## src/design/bsd_pkg.sv

```systemverilog
// ----------------------------------------------------------------------------
// Backslash escape decoder package
// Shared types and constants for the escape decoder and its checker.
// ----------------------------------------------------------------------------
package bsd_pkg;

  // Commands held between the front and back parts.
  localparam int unsigned QUEUE_DEPTH = 4;

  // Configuration port geometry.
  localparam int unsigned CFG_IDX_W  = 1;
  localparam int unsigned CFG_DATA_W = 1;

  typedef enum logic [CFG_IDX_W-1:0] {
    CFG_ESCAPE_ENABLE  = 1'b0,
    CFG_NEWLINE_ENABLE = 1'b1
  } cfg_reg_e;

  typedef enum logic [1:0] {
    REQ_DATA      = 2'd0,
    REQ_ARG_END   = 2'd1,
    REQ_FINAL_END = 2'd2,
    REQ_UNUSED    = 2'd3
  } req_type_e;

  typedef enum logic [1:0] {
    ST_BYTE  = 2'd0,
    ST_STOP  = 2'd1,
    ST_ERROR = 2'd2
  } status_e;

  typedef struct packed {
    logic [1:0] req_type;
    logic [7:0] in_byte;
  } in_item_t;

  typedef struct packed {
    logic [7:0] out_byte;
    logic [1:0] status;
    logic       last;
  } out_item_t;

  // One result without its position marker.
  typedef struct packed {
    logic [7:0] out_byte;
    logic [1:0] status;
  } result_t;

  // Everything one input transfer produces: one or two results.
  typedef struct packed {
    logic    two;
    result_t first;
    result_t second;
  } cmd_t;

endpackage

```

## src/design/bsd_stream_if.sv

```systemverilog
// ----------------------------------------------------------------------------
// Stream channel
// Valid/ready channel carrying one payload item per transfer.
// ----------------------------------------------------------------------------
interface bsd_stream_if #(
  parameter type data_t = logic
);
  logic  valid;
  logic  ready;
  data_t data;

  modport source (output valid, output data, input ready);
  modport sink   (input valid, input data, output ready);
endinterface

```

## src/design/bsd_back.sv

```systemverilog
// ----------------------------------------------------------------------------
// Escape decoder back end
// Unpacks queued commands into single results and drives the registered
// output channel, marking the last result of each command.
// ----------------------------------------------------------------------------
module bsd_back (
  input  logic          clk_i,
  input  logic          rst_ni,
  input  logic          q_valid_i,
  input  bsd_pkg::cmd_t q_head_i,
  output logic          q_pop_o,
  bsd_stream_if.source  out_o
);
  import bsd_pkg::*;

  logic      out_valid_q;
  out_item_t out_data_q, out_data_d;
  logic      second_q, second_d;
  logic      load;

  // The output register takes a new result when empty or being drained.
  assign load = q_valid_i && (!out_valid_q || out_o.ready);

  always_comb begin
    second_d = second_q;
    q_pop_o  = 1'b0;
    if (second_q) begin
      out_data_d = '{out_byte: q_head_i.second.out_byte,
                     status:   q_head_i.second.status,
                     last:     1'b1};
    end else begin
      out_data_d = '{out_byte: q_head_i.first.out_byte,
                     status:   q_head_i.first.status,
                     last:     !q_head_i.two};
    end
    if (load) begin
      if (!second_q && q_head_i.two) begin
        second_d = 1'b1;
      end else begin
        second_d = 1'b0;
        q_pop_o  = 1'b1;
      end
    end
  end

  always_ff @(posedge clk_i or negedge rst_ni) begin
    if (!rst_ni) begin
      out_valid_q <= 1'b0;
      second_q    <= 1'b0;
    end else begin
      second_q <= second_d;
      if (load) begin
        out_valid_q <= 1'b1;
      end else if (out_o.ready) begin
        out_valid_q <= 1'b0;
      end
    end
  end

  always_ff @(posedge clk_i) begin
    if (load) begin
      out_data_q <= out_data_d;
    end
  end

  assign out_o.valid = out_valid_q;
  assign out_o.data  = out_data_q;

endmodule

```

## src/flat_wrapper.sv

```systemverilog
// flat-port wrapper written by rule: the top's interface ports become plain ports
module bsd_back_flat import bsd_pkg::*;
  (clk_i, rst_ni, q_valid_i, q_head_i, q_pop_o, out_o_valid, out_o_data, out_o_ready);
  bsd_stream_if out_o_i ();
  input  logic clk_i;
  input  logic rst_ni;
  input  logic q_valid_i;
  input  bsd_pkg::cmd_t q_head_i;
  output logic q_pop_o;
  output wire logic [$bits(out_o_i.valid)-1:0] out_o_valid;
  output wire logic [$bits(out_o_i.data)-1:0] out_o_data;
  input wire logic [$bits(out_o_i.ready)-1:0] out_o_ready;
  assign out_o_valid = out_o_i.valid;
  assign out_o_data = out_o_i.data;
  assign out_o_i.ready = out_o_ready;
  bsd_back u_core (.clk_i(clk_i), .rst_ni(rst_ni), .q_valid_i(q_valid_i), .q_head_i(q_head_i), .q_pop_o(q_pop_o), .out_o(out_o_i));
endmodule
```

## config.mk

```make
export PLATFORM = sky130hd
export DESIGN_NAME = bsd_back_flat
export DESIGN_NICKNAME = d
export VERILOG_FILES = /design/src/design/bsd_pkg.sv /design/src/design/bsd_stream_if.sv /design/src/design/bsd_back.sv /design/src/flat_wrapper.sv
export SDC_FILE = /design/constraint.sdc
export NUM_CORES = 1
export LEC_CHECK = 0
export ABC_AREA = 1
export BUFFER_PORTS_ARGS = -buffer_cell sky130_fd_sc_hd__buf_2
export CAP_MARGIN = 30
export CORE_AREA = 2 2 39 41
export CTS_CLUSTER_SIZE = 12
export DETAILED_ROUTE_END_ITERATION = 8
export DIE_AREA = 0 0 41 43
export HOLD_SLACK_MARGIN = 0.1
export PLACE_DENSITY = 0.41
export SYNTH_ARGS = -nofsm -noshare
export SYNTH_HDL_FRONTEND = slang
export SYNTH_SLANG_ARGS = --single-unit
```

## constraint.sdc

```tcl
create_clock -name clk_i -period 0.9 [get_ports clk_i]
set_input_delay 0.18 -clock clk_i [delete_from_list [all_inputs] [get_ports clk_i]]
set_output_delay 0.18 -clock clk_i [all_outputs]
set_load 0.05 [all_outputs]
```

==> impl_metrics.csv <==
group,metric,value,unit
clock_tree,cts_root_buf,"clkbuf_4",
power,total_power,0.609,mW
detailed_routing,vias_per_cell,3.18,
detailed_routing,vias,156,
grt,grt_start_max_net_pins,4,
clock_tree,cts_tree,"yes",
die,dieArea,1760,sq um
clock_tree,numCtsBuffers,3,
power,power_frac_comb,31.8,%
power,p_clk_share,39.3,%
detailed_routing,first_pass_iters,2,
power,leakage,0.170,nW
die,initial_utilization,9.67,%
run,drv_cap,0,
power,p_int,0.420,mW
synth,synth_nets,40,
grt,grt_first_pass_wirelength,614,um
cells_and_area,drive_above_1_share,72.7,%
timing,setup_ws,-292,ps
synth,synth_seq_cells,3,
clock_tree,cts_max_path_buffers,2,
worst_setup_path,cp.buffers_inverters,1,
timing,grt_setup_unrepaired,"true",
grt,grt_pass1_vias,157,
worst_setup_path,critPathRequiredTime,720,ps
timing,post-route-period-util,132,%
power,seq_power_share,29.0,%
detailed_routing,drcViolationCount,0,
timing,whs,215,ps
timing,max-slew-margin-rel,91.0,%
worst_setup_path,startpoint_type,"register",
cells_and_area,n_antenna_cell,0,
detailed_routing,post_drt_wl_per_cell,8.43,um
synth,synthTopCellsByArea,"dfrtp_1, edfxtp_1, inv_1",
worst_setup_path,max_stage_delay,420,ps
die,core,1380,sq um
cells_and_area,syn_to_final_growth,148,%
clock_tree,htreeDepth,1,
timing,setup_viol,5,
synth,ys_warn_count,0,
die,pin_count,28,
placement,routabilityCongestion,0.650,
timing,drv_slew,0,
synth,synth_cell_types,8,
cells_and_area,fin_nets,59,
grt,grt_overflow,0,
synth,syn_inst,15,
power,ir_worst_vdd,0.481,mV
cells_and_area,final_common_cell,"buf_4",
synth,yosysTopAreaCellShare,37.4,%
worst_setup_path,path_max_fanout,2,
worst_setup_path,cpMaxStageDelayCell,"dfrtp_2",
worst_setup_path,path_delay_family,"flip-flops",
synth,netlist_area,134,sq um
timing,finClkSkew,5.44,ps
cells_and_area,mostFrequentLayoutCells,"buf_4, buf_2, inv_1, clkbuf_4",
worst_setup_path,worstPathArrival,1010,ps
placement,dp_hpwl,252,um
synth,syn_avg_cell_area,8.93,sq um
die,core.rowCount,14,
worst_setup_path,crit_top_cell,"nand2_4",
clock_tree,clock-sinks,3,
timing,finalHoldViolCount,0,
timing,worst_slew_pin_slew,135,ps
die,die_h,43,um
run_status,outcome,"complete, but fails checks",
power,p_switching,0.189,mW
die,die_w,41,um
clock_tree,clk_pin_slew_worst_paths,40,ps
timing,finalCriticalPeriod,1190,ps
worst_setup_path,crit_chain,"nand2_4 -> nand2_4 -> nor2_4 -> buf_8",
detailed_routing,totalWireLength,413,um
run_status,violations,"setup timing",
worst_setup_path,critPathCaptureType,"output pin",
timing,clock.fmax,0.839,GHz
clock_tree,clk_latency,230,ps
synth,yosys.area.top_type,"dfrtp_1",
power,switching_share,31.0,%
synth,ys_seq_area_share,59.8,%
power,p_per_area,1840,nW/um^2
detailed_routing,postRouteAntennaNets,0,
placement,io_buffers,7,
grt,grtUsageTotal,5.72,%
grt,antenna_found_initial,0,
detailed_routing,drt-initial-drc-count,2,
min_path,hp-class,"in2reg",
worst_setup_path,crit_type,"reg2out",
==> state kept, by name (all words and copies together) (netlist names) <==
register            count
u_core.second_q         1
u_core.out_o.valid      1
u_core.out_o.data       1
==> final timing paths <==
check / cells after the start / from / slack, ps / to
worst min register to register: 2 / u_core.second_q / 540 / u_core.second_q
worst max register to register: 5 / u_core.out_o.valid / -200 / u_core.out_o.data
max in group asynchronous: 2 / rst_ni / 510 / u_core.out_o.valid
min in group asynchronous: 2 / rst_ni / 270 / u_core.second_q
worst max-delay path: 4 / u_core.out_o.valid / -290 / q_pop_o
worst min-delay path: 3 / q_valid_i / 220 / u_core.second_q
==> what timing repair did <==
| action | CTS | global route |
|---|---|---|
| endpoints found under the hold margin | 2 | 0 |
| gates resized for setup | 9 | 5 |
| pin swaps | 2 | 2 |
| endpoints found under the setup margin | 5 | 6 |
| buffers inserted | 2 | 2 |
| hold buffers | 1 | 0 |
==> area by class of cell <==
class	count	area, sq um
fillers	162	1050
repair buffers	14	120
flip-flops and latches	3	81.3
multi-input cells	8	68.8
clock buffers	4	26.3
well taps	16	20.0
inverters	4	15.0
==> metrics by stage <==
step                      std cells  util [%]  cell area (sq um)  worst slack (ps)  TNS, ps
after floorplan                  15         -                148              -262     -398
after global placement           41      16.3                225              -168     -291
after detailed placement         41      16.3                225              -169     -281
after CTS                        48      22.3                309              -323     -719
after global routing             49      24.0                332              -326     -991
final                            49      24.0                332              -292     -825
==> cells in the mapped netlist <==
library cell,count
inv_1,4
nand2_1,3
dfrtp_1,2
nand2_2,2
edfxtp_1,1
nand3_1,1
nor2_1,1
nor2_2,1
==> tightest hold or removal path: stages <==
cell and delay [ps]:
buf_2 120, nand3_2 70, nand2_1 40
==> power by group through the flow <==
stage          clock network [mW]  registers (mW)  logic, mW
3_5_place_dp                    0           0.173      0.132
4_1_cts                     0.252           0.175      0.176
2_1_floorplan                   0           0.202     0.0548
3_3_place_gp                    0           0.173      0.131
6_report                    0.239           0.176      0.193
5_1_grt                     0.265           0.178      0.205
==> layer usage <==
metal	vias to the layer above	track usage, %	share of wire [%]
li1	78	-	-
met1	70	7.40	43
met2	8	5.94	47
met3	0	4.71	10
met4	0	4.00	0
met5	-	0	0
==> cell families after synthesis <==
family,after synthesis,share of synthesized area [%]
simple gates,8,29.0
buf+inv,4,11.2
flops,3,59.8
Note: power is estimated with default switching activity, not from simulation.
