[config.mk]
export PLATFORM = sky130hd
export DESIGN_NAME = bsd_cmd_queue
export DESIGN_NICKNAME = d
export VERILOG_FILES = /design/src/design/bsd_pkg.sv /design/src/design/bsd_cmd_queue.sv
export SDC_FILE = /design/constraint.sdc
export NUM_CORES = 1
export LEC_CHECK = 0
export CORE_ASPECT_RATIO = 0.5
export CORE_MARGIN = 4
export CORE_UTILIZATION = 65
export DETAILED_ROUTE_END_ITERATION = 8
export DONT_BUFFER_PORTS = 1
export GPL_TIMING_DRIVEN = 0
export PLACE_DENSITY_LB_ADDON = 0.1
export SLEW_MARGIN = 20
export SYNTH_ARGS = -nofsm -noshare
export SYNTH_HDL_FRONTEND = slang
export SYNTH_SLANG_ARGS = --single-unit
[constraint.sdc]
create_clock -name clk_i -period 5.41 [get_ports clk_i]
set_clock_uncertainty 0.05 [all_clocks]
set_input_delay 0.2705 -clock clk_i [delete_from_list [all_inputs] [get_ports clk_i]]
set_output_delay 0.2705 -clock clk_i [all_outputs]
set_load 0.005 [all_outputs]
[src/design/bsd_pkg.sv]
// ----------------------------------------------------------------------------
// Backslash escape decoder package
// Shared types and constants for the escape decoder and its checker.
// ----------------------------------------------------------------------------
package bsd_pkg;

  // Commands held between the front and back parts.
  localparam int unsigned QUEUE_DEPTH = 4;

  // Configuration port geometry.
  localparam int unsigned CFG_IDX_W  = 1;
  localparam int unsigned CFG_DATA_W = 1;

  typedef enum logic [CFG_IDX_W-1:0] {
    CFG_ESCAPE_ENABLE  = 1'b0,
    CFG_NEWLINE_ENABLE = 1'b1
  } cfg_reg_e;

  typedef enum logic [1:0] {
    REQ_DATA      = 2'd0,
    REQ_ARG_END   = 2'd1,
    REQ_FINAL_END = 2'd2,
    REQ_UNUSED    = 2'd3
  } req_type_e;

  typedef enum logic [1:0] {
    ST_BYTE  = 2'd0,
    ST_STOP  = 2'd1,
    ST_ERROR = 2'd2
  } status_e;

  typedef struct packed {
    logic [1:0] req_type;
    logic [7:0] in_byte;
  } in_item_t;

  typedef struct packed {
    logic [7:0] out_byte;
    logic [1:0] status;
    logic       last;
  } out_item_t;

  // One result without its position marker.
  typedef struct packed {
    logic [7:0] out_byte;
    logic [1:0] status;
  } result_t;

  // Everything one input transfer produces: one or two results.
  typedef struct packed {
    logic    two;
    result_t first;
    result_t second;
  } cmd_t;

endpackage

[src/design/bsd_cmd_queue.sv]
// ----------------------------------------------------------------------------
// Escape decoder command queue
// Small register FIFO that decouples the front end from the output side.
// ----------------------------------------------------------------------------
module bsd_cmd_queue #(
  parameter int unsigned QueueDepth = bsd_pkg::QUEUE_DEPTH
) (
  input  logic          clk_i,
  input  logic          rst_ni,
  input  logic          push_i,
  input  bsd_pkg::cmd_t push_cmd_i,
  output logic          full_o,
  input  logic          pop_i,
  output logic          valid_o,
  output bsd_pkg::cmd_t head_o
);
  import bsd_pkg::*;

  localparam int unsigned PtrW = (QueueDepth > 1) ? $clog2(QueueDepth) : 1;
  localparam int unsigned CntW = $clog2(QueueDepth + 1);

  cmd_t            entry_q [QueueDepth];
  logic [PtrW-1:0] wptr_q, wptr_d;
  logic [PtrW-1:0] rptr_q, rptr_d;
  logic [CntW-1:0] cnt_q, cnt_d;
  logic            do_push, do_pop;

  assign full_o  = (cnt_q == CntW'(QueueDepth));
  assign valid_o = (cnt_q != '0);
  assign head_o  = entry_q[rptr_q];
  assign do_push = push_i && !full_o;
  assign do_pop  = pop_i && valid_o;

  always_comb begin
    wptr_d = wptr_q;
    rptr_d = rptr_q;
    cnt_d  = cnt_q;
    if (do_push) begin
      wptr_d = (wptr_q == PtrW'(QueueDepth - 1)) ? '0 : wptr_q + PtrW'(1);
    end
    if (do_pop) begin
      rptr_d = (rptr_q == PtrW'(QueueDepth - 1)) ? '0 : rptr_q + PtrW'(1);
    end
    if (do_push && !do_pop) begin
      cnt_d = cnt_q + CntW'(1);
    end else if (do_pop && !do_push) begin
      cnt_d = cnt_q - CntW'(1);
    end
  end

  always_ff @(posedge clk_i or negedge rst_ni) begin
    if (!rst_ni) begin
      wptr_q <= '0;
      rptr_q <= '0;
      cnt_q  <= '0;
    end else begin
      wptr_q <= wptr_d;
      rptr_q <= rptr_d;
      cnt_q  <= cnt_d;
    end
  end

  always_ff @(posedge clk_i) begin
    if (do_push) begin
      entry_q[wptr_q] <= push_cmd_i;
    end
  end

endmodule

==> results.toml, run 1 <==
[status]
status = "complete, no violations"

[pwr]
p_leak_nw = 1.34
ir_drop_v = 0.000303
power.density_nw_per_um2 = 492

[routing]
wirelength_um = 5490
vias = 1495
drc = 0
avgRoutedWirePerCell_um = 21.5
dr.pass1.iters = 4
drtAntennaViolNets = 0
viasPerCell = 5.86
drt_iter0_markers = 58

[synth]
synth_common_cells = "edfxtp_1 (84), mux4_2 (21), dfrtp_1 (7), ha_1 (6)"
netlist_area_um2 = 3520
synthAdderAreaFrac = 0.0270
seq_area_frac_synth = 0.766
synth-simple-area-share = 0.0259
synth_edf_count = 84
yosys.area.top_type_share = 0.716
synthArstFlopShare = 0.0769
yosys-top-cells-area = "edfxtp_1 (72%), mux4_2 (13%), dfrtp_1 (5.0%), ha_1 (2.1%), mux2_4 (1.7%)"
yosysTopAreaCell = "edfxtp_1"
synth-xor-area-share = 0.00746
post-synth-top-count-cell = "edfxtp_1"
ys_ff_latch = 91
synth_compound_area_frac = 0
avgSynthCellArea_um2 = 24.0
synth_ff_type = "edfxtp_1"
ys_types = 18
muxShareOfSynthArea = 0.155
yosysWarnings = 0
synth_nets = 179
synth_top_family_by_area = "multiplexers"
netlist_instances = 147

[sta]
period_needed_ns = 2.21
tightest_slew_ns = 0.602
fmax_mhz = 453
final_max_slew_viol_count = 0
max_slew_margin = 0.599
tns_ns = 0
post-route-period-util = 0.408
setup_viol = 0
finalHoldViolCount = 0
fin_ws_ns = 3.20
rsz0062_at_grt = "false"

[grt]
track_usage = 0.185
grt_pass1_wl_um = 8980
grt_max_degree = 22
antenna_found_initial = 0
first_global_vias = 1646
grt-ovfl-total = 0

[critical_path]
crit_type = "reg2reg"
max_stage_delay_ns = 0.47
end_kind = "flop"
ff2ff_setup_slack_ns = 3.20
path_common_cell = "xor2_1"
reg2reg_from = "cnt_q[0]"
crit_chain = "or3_4 -> nand2_4 -> ha_1 -> inv_1 -> fa_1 -> xor2_1 -> nor2_1 -> xor2_1"
reg2reg_depth = 8
critPathSlowestCell = "dfrtp_1"
reg2reg_to = "cnt_q[2]"
critPathRequiredTime_ns = 5.61
critPathMaxFanout = 4
worstSetupStartpointType = "flop"
arrival_ns = 2.41

[placed_design]
hpwl_um = 3400
port_buffers = 0
gp_congestion = 0.671
place_ws_ns = 3.24

[cts]
clock_sinks = 91
clk_latency_ns = 0.33
cts_root_buf = "clkbuf_8"
cts_buffers = 9
cts_tree = "done"
cts_max_level = 3
path_clk_slew_ns = 0.09
clock_path_buffers = 2

[finish]
area_growth_pct = 13.5
diodes = 0
nets = 212
final_layout_size_suffix_gt1_frac = 0.292

[floorplan]
dieArea_um2 = 6730
core_area_um2 = 5070
fp.dieW_um = 112
die_h_um = 60.0
num_rows = 18
ios = 48
initial_core_util = 0.695

[run]
maxCapViolCount = 0

[min_path]
hold_path_end = "rptr_q[1]"
hold_depth = 2
holdCritStartpoint = "pop_i"
hold_class = "in2reg"
[layer usage]
metal | vias up | track usage | routed length, um
met5 | - | 0 | 0
met4 | 0 | 0.0360 | 21
met3 | 4 | 0.0677 | 297
met1 | 782 | 0.215 | 2180
li1 | 666 | - | -
met2 | 43 | 0.344 | 2990
[metrics by stage]
step                utilization  power, mW  cell area, um2  hold WS [ns]  instances
CTS                       0.789       1.99            4000         0.105        255
floorplan                     -       1.46            3520       -0.0751        147
global placement          0.712       1.57            3610       -0.0748        217
detailed placement        0.712       1.60            3610       -0.0749        217
global route              0.789       2.09            4000         0.101        255
finish                    0.789       1.97            4000         0.120        255
[worst max path at each step]
stage	start	to	slack [ns]	cells after the start
after floorplan	cnt_q[0]	cnt_q[2]	3.35	8
after global placement	cnt_q[0]	cnt_q[2]	3.26	8
after detailed placement	cnt_q[0]	cnt_q[2]	3.24	8
after CTS	cnt_q[0]	cnt_q[2]	3.19	8
after global routing	cnt_q[0]	cnt_q[2]	3.10	8
final	cnt_q[0]	cnt_q[2]	3.20	8
[area by class of cell]
cell class | instances | area [um2]
Buffer | 6 | 55.1
Clock buffer | 9 | 124
Clock inverter | 7 | 45.0
Fill cell | 281 | 1070
Inverter | 3 | 11.3
Multi-Input combinational cell | 47 | 757
Sequential cell | 91 | 2700
Tap cell | 70 | 87.6
Timing Repair Buffer | 22 | 220
[where the power goes]
part / internal (mW) / leakage (nW) / total (mW) / switching (mW)
Sequential: 0.937 / 0.852 / 0.999 / 0.0617
Combinational: 0.294 / 0.409 / 0.586 / 0.292
Clock: 0.164 / 0.0803 / 0.381 / 0.216
[cell families (layout without fill, tap and decap cells)]
group | count (synthesis) | count (layout)
DFF | 91 | 91
muxes | 26 | 26
and+or+nand+nor | 11 | 11
buffers and inverters | 9 | 47
adders and majority gates | 7 | 7
xor gates and xnor gates | 3 | 3
[critical path: cells and delay by family (launching register included)]
family | cells | cell delay (ns)
and+or+nand+nor | 3 | 0.65
buffers and inverters | 1 | 0.06
adders and majority gates | 2 | 0.57
DFF | 1 | 0.47
xor gates and xnor gates | 2 | 0.33
[timing repair]
| item | CTS | global route |
|---|---|---|
| hold buffers | 22 | 0 |
| buffers inserted | 0 | 0 |
| hold endpoints to repair | 91 | 0 |
| gates resized for setup | 0 | 0 |
[registers in the layout, summed over array words and instances, names as in the netlist]
| register | flops |
|---|---|
| entry_q | 84 |
| cnt_q | 3 |
| rptr_q | 2 |
| wptr_q | 2 |
[cell usage in the layout (no fill, tap or decap)]
cell           Yosys  layout
mux4_2            21      21
nand2_4            1       1
clkinv_2           0       1
ha_1               6       6
clkbuf_8           0       9
clkinv_4           0       2
edfxtp_1          84      84
xor2_1             2       2
mux2_4             4       4
mux2_2             1       1
nor2b_2            1       1
dlygate4sd3_1      0      22
and2_2             4       4
inv_1              3       3
or3_4              1       1
fa_1               1       1
clkinv_1           0       2
xnor2_1            1       1
dfrtp_1            7       7
nor2_1             3       3
buf_6              4       4
buf_2              2       2
nor3b_4            1       1
clkinvlp_4         0       2
Note: power is estimated with default switching activity, not from simulation.
==> inputs of run 2 (changes only) <==
- CORE_UTILIZATION: 65 -> 56
- clock period: 5.41 -> 2 ns (I/O delays scaled with it)
==> results.toml, run 2 (same netlist as run 1, synthesis figures left out) <==
[status]
status = "complete, no violations"

[grt]
grt_pass1_wl_um = 8890
grt_max_degree = 22
first_global_vias = 1675
grt-ovfl-total = 0
track_usage = 0.163
antenna_found_initial = 0

[finish]
fillers = 397
final_common_cell = "edfxtp_1"
final_layout_size_suffix_gt1_frac = 0.342
area_growth_pct = 20.0
layout_common_cells = "edfxtp_1 (84), dlygate4sd3_1 (23), mux4_2 (21), clkbuf_16 (9), buf_4 (7)"
top_register = "entry_q"
largest_reg_flops = 84
nets = 220
diodes = 0
reg.largest.list = "entry_q (84), cnt_q (3)"
design_area_um2 = 4230

[critical_path]
critPathMaxFanout = 3
reg2reg_from = "cnt_q[2]"
worstSetupStartpointType = "flop"
critPathLaunch = "cnt_q[2]"
critPathRequiredTime_ns = 2.21
end_kind = "flop"
crit_type = "reg2reg"
arrival_ns = 2.17

[sta]
fmax_mhz = 510
tightest_slew_ns = 0.590
finalHoldViolCount = 0
final_max_slew_viol_count = 0
period_needed_ns = 1.96
post-route-period-util = 0.981
fin_ws_ns = 0.0374
rsz0062_at_grt = "true"
setup_viol = 0
max_slew_margin = 0.607
hold_slack_ns = 0.0747

[pwr]
p_leak_nw = 1.44
power.density_nw_per_um2 = 1420
ir_drop_v = 0.000715

[routing]
dr.pass1.iters = 4
drtAntennaViolNets = 0
wirelength_um = 5500
drc = 0
avgRoutedWirePerCell_um = 19.6
viasPerCell = 5.41
vias = 1521
drt_iter0_markers = 113

[placed_design]
hpwl_um = 3360
place_ws_ns = -0.105
gp_congestion = 0.632
port_buffers = 0
place_area_um2 = 3640

[cts]
cts_buffers = 9
path_clk_slew_ns = 0.06
cts_tree = "done"
clk_latency_ns = 0.33
cts_root_buf = "clkbuf_16"
clock_sinks = 91
clock_path_buffers = 2
cts_max_level = 3

[floorplan]
num_rows = 20
fp.dieW_um = 120
core_area_um2 = 6080
die_h_um = 64.1
dieArea_um2 = 7700
ios = 48
initial_core_util = 0.579

[min_path]
hold_class = "in2async"

[run]
maxCapViolCount = 0
[run 2: changes by cell type in the layout (fill, tap and decap cells not counted), sizes merged]
cell | before | now
buf | 6 | 13
bufinv | 0 | 1
clkbuf | 9 | 10
clkinv | 5 | 4
clkinvlp | 2 | 1
dlygate4sd3 | 22 | 23
[run 2: worst paths after layout]
check,endpoint,slack [ns],depth (start not counted)
worst min register to register,cnt_q[2],0.46,1
worst min-delay path,cnt_q[2],0.07,1
worst max-delay path,cnt_q[2],0.04,8
max in group asynchronous,cnt_q[0],1.53,1
min in group clk_i,cnt_q[0],0.12,3
worst max register to register,cnt_q[2],0.04,8
[run 2: critical path: stages (launching register included)]
cell	delay, ns
dfrtp_1	0.41
or3_4	0.43
nand2_4	0.09
ha_4	0.14
inv_2	0.03
fa_2	0.32
xor2_1	0.14
nor2_1	0.13
xor2_1	0.15
[run 2: report_power, final]
| group | switching, mW | internal (mW) |
|---|---|---|
| logic | 0.829 | 0.900 |
| registers | 0.141 | 2.54 |
| clock network | 0.632 | 0.956 |
| total | 1.60 | 4.40 |
[run 2: timing repair]
item / in CTS / in global routing
pin swaps: 5 / 7
hold buffers: 23 / 0
setup buffers: 4 / 4
gates resized for setup: 5 / 1
gates cloned: 0 / 0
endpoints found under the setup margin: 2 / 2
endpoints found under the hold margin: 92 / 0
[run 2: final cells by class]
type / instances / area (um2) / area share
flip-flops and latches: 91 / 2700 / 0.639
multi-input cells: 47 / 781 / 0.185
repair buffers: 31 / 294 / 0.0696
clock buffers: 10 / 229 / 0.0542
well taps: 88 / 110 / 0.0261
clock inverters: 6 / 56.3 / 0.0133
plain buffers: 5 / 43.8 / 0.0104
inverters: 3 / 11.3 / 0.00267
[run 2: metal layers]
layer / GRT usage / wire, um / share of wire
met4: 0.0556 / 54 / 0.0098
met3: 0.0805 / 386 / 0.070
met2: 0.269 / 2810 / 0.51
met5: 0 / 0 / 0
met1: 0.188 / 2250 / 0.41
[run 2: stage by stage]
stage,utilization,TNS [ns],power (mW),std cells
2_1_floorplan,-,0,3.96,147
3_3_place_gp,0.599,-0.0894,4.29,235
4_1_cts,0.689,0,6.05,277
3_5_place_dp,0.599,-0.132,4.33,235
5_1_grt,0.695,-0.100,6.34,281
6_report,0.695,0,6.00,281
==> inputs of run 3 (changes only) <==
- BUFFER_PORTS_ARGS: unset -> -buffer_cell sky130_fd_sc_hd__buf_2
- CORE_UTILIZATION: 56 -> 51
- DONT_BUFFER_PORTS: 1 -> unset
==> results.toml, run 3 (same netlist as run 1, synthesis figures left out) <==
[routing]
vias = 1654
viasPerCell = 5.07
drc = 0
drt_iter0_markers = 104
wirelength_um = 5900
dr.pass1.iters = 4
drtAntennaViolNets = 0
avgRoutedWirePerCell_um = 18.1

[floorplan]
fp.dieW_um = 126
initial_core_util = 0.525
ios = 48
die_h_um = 66.8
dieArea_um2 = 8380
core_area_um2 = 6700
num_rows = 21

[critical_path]
max_stage_delay_ns = 0.42
critPathSlowestCell = "dfrtp_2"
worstSetupStartpointType = "flop"
arrival_ns = 2.19
reg2reg_depth = 8
crit_cells = 8
crit_buf_inv = 1
critPathMaxFanout = 2
crit_type = "reg2reg"
critPathTopFamily = "simple AND/OR/NAND/NOR gates"
end_kind = "flop"
crit_chain = "or3_4 -> nand2_4 -> ha_4 -> inv_2 -> fa_2 -> xor2_1 -> nor2_1 -> xor2_1"
path_common_cell = "xor2_1"
critPathRequiredTime_ns = 2.21

[grt]
grtUsageMet1 = 0.192
grt_use_met3 = 0.0512
grt_pass1_wl_um = 9600
grt_max_degree = 22
track_usage = 0.159
first_global_vias = 1882
grt-ovfl-total = 0
grt_use_met2 = 0.271
antenna_found_initial = 0
grt.busiest_layer = "met2"

[sta]
hold_slack_ns = 0.0826
setup_viol = 0
fin_ws_ns = 0.0227
period_needed_ns = 1.98
post-route-period-util = 0.989
tightest_slew_ns = 0.606
finalHoldViolCount = 0
max_slew_margin = 0.596
rsz0062_at_grt = "true"
final_max_slew_viol_count = 0
fmax_mhz = 506

[cts]
path_clk_slew_ns = 0.06
cts_max_level = 3
cts_tree = "done"
cts_root_buf = "clkbuf_16"
clk_latency_ns = 0.33
clock_path_buffers = 2
cts_buffers = 9
clock_sinks = 91

[finish]
nets = 261
multi_input_comb_area_um2 = 777
top_register = "entry_q"
area_growth_pct = 24.9
reg.largest.list = "entry_q (84), cnt_q (3)"
diodes = 0
seq_area_um2 = 2700
final_common_cell = "edfxtp_1"
final_layout_size_suffix_gt1_frac = 0.462
fillers = 480
largest_reg_flops = 84
layout_common_cells = "edfxtp_1 (84), buf_2 (49), dlygate4sd3_1 (22), mux4_2 (21), clkbuf_16 (9)"

[placed_design]
gp_congestion = 0.616
port_buffers = 47
hpwl_um = 3560
place_ws_ns = -0.0846

[run]
maxCapViolCount = 0

[pwr]
power.density_nw_per_um2 = 1390
p_leak_nw = 1.58
ir_drop_v = 0.000708

[min_path]
hold_class = "in2async"

[status]
status = "complete, no violations"
==> run 3: worst paths after layout <==
kind,start,end,slack (ns)
worst max register to register,cnt_q[1],cnt_q[2],0.02
max in group asynchronous,rst_ni,cnt_q[0],1.63
worst min-delay path,rst_ni,wptr_q[1],0.08
worst max-delay path,cnt_q[1],cnt_q[2],0.02
min in group clk_i,pop_i,cnt_q[0],0.14
worst min register to register,cnt_q[0],cnt_q[0],0.52
==> run 3: layout make-up <==
class,count,share of cell area
buffer,5,0.00996
timing repair buffer,72,0.110
tap,92,0.0262
clock buffer,9,0.0512
inverter,3,0.00256
clock inverter,7,0.00996
sequential,91,0.614
multi-input combinational,47,0.177
==> run 3: stage by stage <==
step	power, mW	instances	cell area, um2	utilization	TNS (ns)
finish	6.11	326	4400	0.656	0
global route	6.49	326	4400	0.656	-0.160
CTS	6.18	326	4390	0.656	-0.0384
detailed placement	4.61	286	3880	0.580	-0.0846
global placement	4.55	286	3880	0.580	-0.0632
floorplan	3.96	147	3530	-	0
==> run 3: per-layer routing <==
| layer | wire length (um) | up-vias |
|---|---|---|
| met3 | 321 | 10 |
| met5 | 0 | - |
| met4 | 87 | 0 |
| li1 | - | 762 |
| met2 | 2950 | 40 |
| met1 | 2540 | 842 |
==> run 3: power by group <==
part           total, mW  leakage, nW  internal [mW]  switching [mW]
combinational       1.91        0.607           1.04           0.876
sequential          2.69        0.850           2.54           0.152
clock               1.50        0.123          0.834           0.669
total               6.11         1.58           4.41            1.70
==> run 3: timing repair <==
action                     CTS  global route
buffers inserted             2             1
setup endpoints to repair    1             2
hold endpoints to repair    91             0
pin swaps                    3             2
resized for setup            2             3
hold buffers                22             0
